File: config.mk
export PLATFORM = sky130hd
export DESIGN_NAME = tcve_out_queue
export DESIGN_NICKNAME = d
export VERILOG_FILES = /design/src/design/tcve_pkg.sv /design/src/design/tcve_out_queue.sv
export SDC_FILE = /design/constraint.sdc
export NUM_CORES = 1
export LEC_CHECK = 0
export BUFFER_PORTS_ARGS = -buffer_cell sky130_fd_sc_hd__buf_2
export CORE_MARGIN = 1.5
export CORE_UTILIZATION = 61
export CTS_CLUSTER_SIZE = 14
export DETAILED_ROUTE_END_ITERATION = 8
export PLACE_DENSITY = 0.88
export SLEW_MARGIN = 20
export SYNTH_ARGS = -nofsm -noshare
export SYNTH_HDL_FRONTEND = slang
export SYNTH_SLANG_ARGS = --single-unit
File: constraint.sdc
create_clock -name clock -period 9.5 [get_ports clock]
set_input_delay 1.425 -clock clock [delete_from_list [all_inputs] [get_ports clock]]
set_output_delay 1.425 -clock clock [all_outputs]
set_load 0.02 [all_outputs]
File: src/design/tcve_pkg.sv
package tcve_pkg;

   // Stack depth and derived widths
   localparam int STACK_DEPTH = 32;
   localparam int STACK_CNT_W = $clog2(STACK_DEPTH + 1);

   // Result queue: one command writes at most BURST_MAX words
   localparam int BURST_MAX   = 3;
   localparam int BURST_W     = $clog2(BURST_MAX + 1);
   localparam int QUEUE_DEPTH = 4;
   localparam int QCNT_W      = $clog2(QUEUE_DEPTH + 1);
   localparam int QIDX_W      = $clog2(QUEUE_DEPTH);

   // Command codes
   typedef enum logic [2:0] {
      FUNC_FORWARD = 3'd0,
      FUNC_LEFT    = 3'd1,
      FUNC_RIGHT   = 3'd2,
      FUNC_PUSH    = 3'd3,
      FUNC_POP     = 3'd4,
      FUNC_BEGIN   = 3'd5
   } func_type;

   // Register indexes
   localparam logic [2:0] CSR_STEP_LENGTH = 3'd0;
   localparam logic [2:0] CSR_COS_TURN    = 3'd1;
   localparam logic [2:0] CSR_SIN_TURN    = 3'd2;
   localparam logic [2:0] CSR_START_X     = 3'd3;
   localparam logic [2:0] CSR_START_Y     = 3'd4;
   localparam logic [2:0] CSR_START_DIR_X = 3'd5;
   localparam logic [2:0] CSR_START_DIR_Y = 3'd6;

   typedef struct packed {
      logic [31:0] pos_x;
      logic [31:0] pos_y;
      logic [15:0] dir_x;
      logic [15:0] dir_y;
   } stack_entry_type;

   typedef struct packed {
      logic push;
      logic pop;
      logic clear;
   } stack_ctrl_type;

   typedef struct packed {
      logic empty;
      logic full;
   } stack_status_type;

   typedef struct packed {
      logic [31:0] vertex_x;
      logic [31:0] vertex_y;
      logic [7:0]  depth;
      logic        transparent;
      logic        last_of_run;
   } vertex_word_type;

endpackage

File: src/design/tcve_out_queue.sv
module tcve_out_queue (
   input  logic                          clock,
   input  logic                          reset,
   input  logic [tcve_pkg::BURST_W-1:0]  push_n,
   input  tcve_pkg::vertex_word_type     burst [tcve_pkg::BURST_MAX],
   input  logic                          pop,
   output logic                          not_empty,
   output logic                          room,
   output tcve_pkg::vertex_word_type     head
);
   import tcve_pkg::*;

   vertex_word_type     ent_ff [QUEUE_DEPTH];
   vertex_word_type     ent_in [QUEUE_DEPTH];
   logic [QCNT_W-1:0]   count_ff;
   logic [QCNT_W-1:0]   count_in;
   logic [QCNT_W-1:0]   cnt_pop;

   assign not_empty = (count_ff != '0);
   assign room      = (count_ff <= QCNT_W'(QUEUE_DEPTH - BURST_MAX));
   assign head      = ent_ff[0];

   // Shift out the head word, then append the new burst behind what is left
   always_comb begin
      vertex_word_type base;
      cnt_pop = pop ? count_ff - QCNT_W'(1) : count_ff;
      for (int i = 0; i < QUEUE_DEPTH; i++) begin
         if (pop && i < QUEUE_DEPTH - 1) begin
            base = ent_ff[QIDX_W'((i + 1) % QUEUE_DEPTH)];
         end else begin
            base = ent_ff[i];
         end
         ent_in[i] = base;
         for (int k = 0; k < BURST_MAX; k++) begin
            if (BURST_W'(k) < push_n && QCNT_W'(i) == cnt_pop + QCNT_W'(k)) begin
               ent_in[i] = burst[k];
            end
         end
      end
      count_in = cnt_pop + QCNT_W'(push_n);
   end

   always_ff @(posedge clock) begin
      for (int i = 0; i < QUEUE_DEPTH; i++) begin
         ent_ff[i] <= ent_in[i];
      end
   end

   always_ff @(posedge clock) begin
      if (reset) begin
         count_ff <= '0;
      end else begin
         count_ff <= count_in;
      end
   end

endmodule

---- Word level (Yosys, flattened, before mapping) ----
Memory sizes are Yosys's and may differ from the RTL's.
Cells that the tools add are included.
cells by class
  add/sub/neg operators ................... 4
  magnitude comparators ................... 4
  eq/ne operators ......................... 12
  muxes and demuxes ....................... 16
  reductions and logical operators ........ 16
operators by type and width
  cell                                                                    count
  74-bit two-way mux                                                      15
  2-bit by 3-bit equality test with 1-bit output (first input constant)   6
  1-bit logical AND                                                       12
  1-bit by 3-bit equality test with 1-bit output (first input constant)   3
  3-bit zero test                                                         3
  4-bit inequality test (second input constant)                           2
  1-bit by 2-bit < comparator with 1-bit output (first input constant)    2
  3-bit by 1-bit adder with 3-bit output (second input constant)          1
  3-bit by 2-bit adder with 3-bit output                                  1
  3-bit by 2-bit adder with 3-bit output (second input constant)          1
  3-bit by 1-bit <= comparator with 1-bit output (second input constant)  1
  3-bit two-way mux                                                       1
  3-bit inequality test (second input constant)                           1
  3-bit nonzero test                                                      1
  3-bit by 1-bit subtractor with 3-bit output (second input constant)     1
  2-bit < comparator (first input constant)                               1
storage, ports and cells
  register bits after elaboration ......... 3
  memory bits (writable) .................. 296
  bits of input ports ..................... 227
  memories ................................ 1
memory list
  name    depth  width  read ports  clocked after Yosys merged registers in  write ports  RTL line              text
  ent_ff  4      74     4           0                                        4            tcve_out_queue.sv:13  vertex_word_type ent_ff [QUEUE_DEPTH];

---- Depth between registers and ports, before layout ----
  depth after elaboration ................. 7
  depth in mapped cells ................... 14
  gate-level depth less buffers ........... 10

---- Worst setup path after synthesis ----
Ideal clock, no wire load.
  path type ............................... input to register
  start ................................... input port pop
  end ..................................... memory ent_ff[2][0] in the netlist's numbering, enable pin
  data arrival time ....................... 4.731 ns
  setup slack ............................. 3.833 ns
  stages .................................. 11
  path buffers ............................ 4
  cell sequence ........................... buf_4 buf_6 and3b_1 or2_2 ha_1 nor2b_1 o21ai_1 and2_1 buf_4 buf_4 nand3b_1
RTL lines
  what                RTL line              text
  start: declaration  tcve_out_queue.sv:6   input logic pop,
  end: declaration    tcve_out_queue.sv:13

==> impl_metrics.json <==
{
  "endpoint_kind": "flip-flop",
  "area_growth_pct": 13.4,
  "synth_edf_count": 296,
  "worstSkewPairLatency_ps": 570,
  "cts.sinks": 299,
  "crit_buf_inv": 3,
  "first_pass_iters": 6,
  "cts_buffers": 31,
  "grt_pass1_wl_mm": 74.9,
  "ioPinCount": 303,
  "peakVddDrop_mv": 0.204,
  "maxSlewHeadroom_pct": 24.4,
  "yosysTopAreaCellShare_pct": 52.2,
  "fmax_mhz": 168,
  "routabilityCongestion": 0.837,
  "synthArstFlopShare_pct": 0,
  "floorplan.die_area_um2": 28900,
  "drive_gt1_share_pct": 25.5,
  "crit_slowest_cell": "nand3b_1",
  "synth_ff_type": "edfxtp_1",
  "cts_tree": "done",
  "timing.critical_path.mode_cell": "buf_4",
  "synth-seq-area-share_pct": 52.5,
  "drtAntennaViolNets": 0,
  "cts_resized": 0,
  "synth_area_um2": 17000,
  "root_buffer": "clkbuf_16",
  "rsz0062_at_grt": "no",
  "p_switching_mw": 1.93,
  "grt_pass1_vias": 14000,
  "crit_chain": "buf_2 -> and3b_1 -> or2_2 -> ha_1 -> nor2b_1 -> o21ai_4 -> buf_4 -> and2_4 -> nand3b_1 -> buf_4",
  "grt_overflow_total": 0,
  "skew_ps": 18.4,
  "yosys-top-cells-area": "edfxtp_1 52%, mux2i_1 17%, o22ai_1 5.4%",
  "dr_wl_met3_mm": 5.22,
  "p_seq_share_pct": 44.5,
  "vias": 14100,
  "wl_per_cell_um": 22.7,
  "maxSlewViolCount": 0,
  "tightest_slew_ps": 1130,
  "std_cell_rows": 60,
  "r2r_slack_ps": 3690,
  "cts_setup_buffers": 0,
  "drc": 0,
  "arrival_ps": 6150,
  "fillerInstances": 1927,
  "critPathKind": "in -> reg",
  "initial_utilization_pct": 62.7,
  "setup_viol": 0,
  "yosys-top-cells-count": "296 x edfxtp_1, 296 x mux2i_1, 222 x nand2_1",
  "p_per_area_nw_per_um2": 283,
  "power.leakage_nw": 8.29,
  "syn_area_per_cell_um2": 11.2,
  "vias_per_cell": 6.59,
  "period_share_pct": 62.5,
  "period_needed_ps": 5940,
  "synthCells": 1524,
  "power_mw": 5.47,
  "portBuffers": 302,
  "coreArea_um2": 27200,
  "wirelength_met1_mm": 18.1,
  "htree_levels": 1,
  "crit_family": "simple AND/OR/NAND/NOR gates",
  "drtIter0Drc": 1751,
  "antenna_found_initial": 7,
  "routed_wl_mm": 48.7,
  "p_comb_share_pct": 35.4,
  "ys_seq_elements": 299,
  "hp-class": "reg -> reg",
  "maxCapViolCount": 0,
  "cp_slowest_stage_delay_ps": 920,
  "syn-num-nets": 1757,
  "cp_max_fo": 75,
  "tns_ps": 0,
  "grt_usage_pct": 33.3,
  "startpoint_type": "input port",
  "netSwitchingFraction_pct": 35.3,
  "synth_top_area_cell": "edfxtp_1",
  "fin_nets": 1974,
  "met2_wirelength_mm": 23.3,
  "intPower_mw": 3.54,
  "yosysWarnings": 0,
  "status": "completed",
  "clockPowerShare_pct": 20.2,
  "crit_required_ps": 9710,
  "finalHoldViolations": 0,
  "dieHeight_um": 170,
  "clkTransAtPathRegs_ps": 60,
  "routed.top_layer": "met4",
  "clock_path_buffers": 3,
  "yosysUniqueCellTypes": 42,
  "grt_start_max_net_pins": 87,
  "fp.dieW_um": 170,
  "dp_hpwl_mm": 28.8,
  "hold_buffers": 0
}
[metrics by stage]
step           hold WS [ps]  utilization [%]  worst slack (ps)  std cells  area (um2)
6_report                624             71.1              3560       2142       19300
3_5_place_dp            613             67.8              3020       2080       18400
2_1_floorplan           589                -              3830       1524       17000
4_1_cts                 625             71.1              3610       2136       19300
3_3_place_gp            599             67.8              3010       2080       18400
5_1_grt                 650             71.1              3310       2142       19300
[layer usage]
metal	vias up	track usage, %
li1	6258	-
met1	6757	42.4
met2	971	54.7
met3	126	5.79
met4	0	17.1
met5	-	0
[worst min-delay path, cell delays in order (launching register included)]
cell,delay [ps]
edfxtp_1,320
mux2i_1,60
a21oi_1,130
[flip-flops by register name, summed over array words and instances, names as in the netlist]
| signal | cells |
|---|---|
| ent_ff | 296 |
| count_ff | 3 |
[cells in the final DEF, fill, tap and decap left out, types with 6 or more instances in the layout]
cell,netlist,layout
buf_2,55,302
mux2i_1,296,296
edfxtp_1,296,296
nand2_1,222,220
a21oi_1,149,149
o22ai_1,148,148
or2_2,75,75
a31oi_1,73,73
o21ai_1,51,49
clkbuf_16,0,31
o21ai_0,25,25
buf_4,24,15
clkinv_1,0,12
clkbuf_1,27,8
diode_2,0,6
nor2_1,6,6
[final timing paths]
kind | depth (start not counted) | from | end
min reg2reg | 2 | ent_ff[2][16]$_DFFE_PP_ | ent_ff[1][16]$_DFFE_PP_
min | 2 | ent_ff[2][16]$_DFFE_PP_ | ent_ff[1][16]$_DFFE_PP_
max reg2reg | 11 | count_ff[0]$_SDFF_PP0_ | ent_ff[2][2]$_DFFE_PP_
max | 10 | pop | ent_ff[2][2]$_DFFE_PP_
[area by class of cell]
type                            instances  area [um2]  area share, %
Inverter                                5        18.8         0.0971
Sequential cell                       299        8950           46.3
Tap cell                              372         465           2.41
Multi-Input combinational cell       1087        7370           38.1
Timing Repair Buffer                  317        1620           8.40
Antenna cell                            6        15.0         0.0777
Clock buffer                           39         806           4.17
Clock inverter                         17        82.6          0.427
[cells by family (layout without fill, tap and decap cells)]
| group | Yosys count | in the layout | synth area share, % |
|---|---|---|---|
| compound gates | 459 | 459 | 15.7 |
| simple gates | 323 | 323 | 8.80 |
| flops | 299 | 299 | 52.5 |
| mux | 297 | 297 | 17.5 |
| buf+inv | 138 | 378 | 4.99 |
| fa+ha+maj | 6 | 6 | 0.485 |
| xor+xnor | 2 | 2 | 0.103 |
| other cells | 0 | 6 | 0 |
[power groups by stage]
stage                     combinational (mW)  clock (mW)  sequential, mW
after floorplan                         1.14           0            2.63
after global placement                  1.84           0            2.43
after CTS                               1.91        1.10            2.43
after global routing                    2.08        1.15            2.47
final                                   1.94        1.10            2.43
after detailed placement                1.91           0            2.45
(Power assumes the default switching activity.)
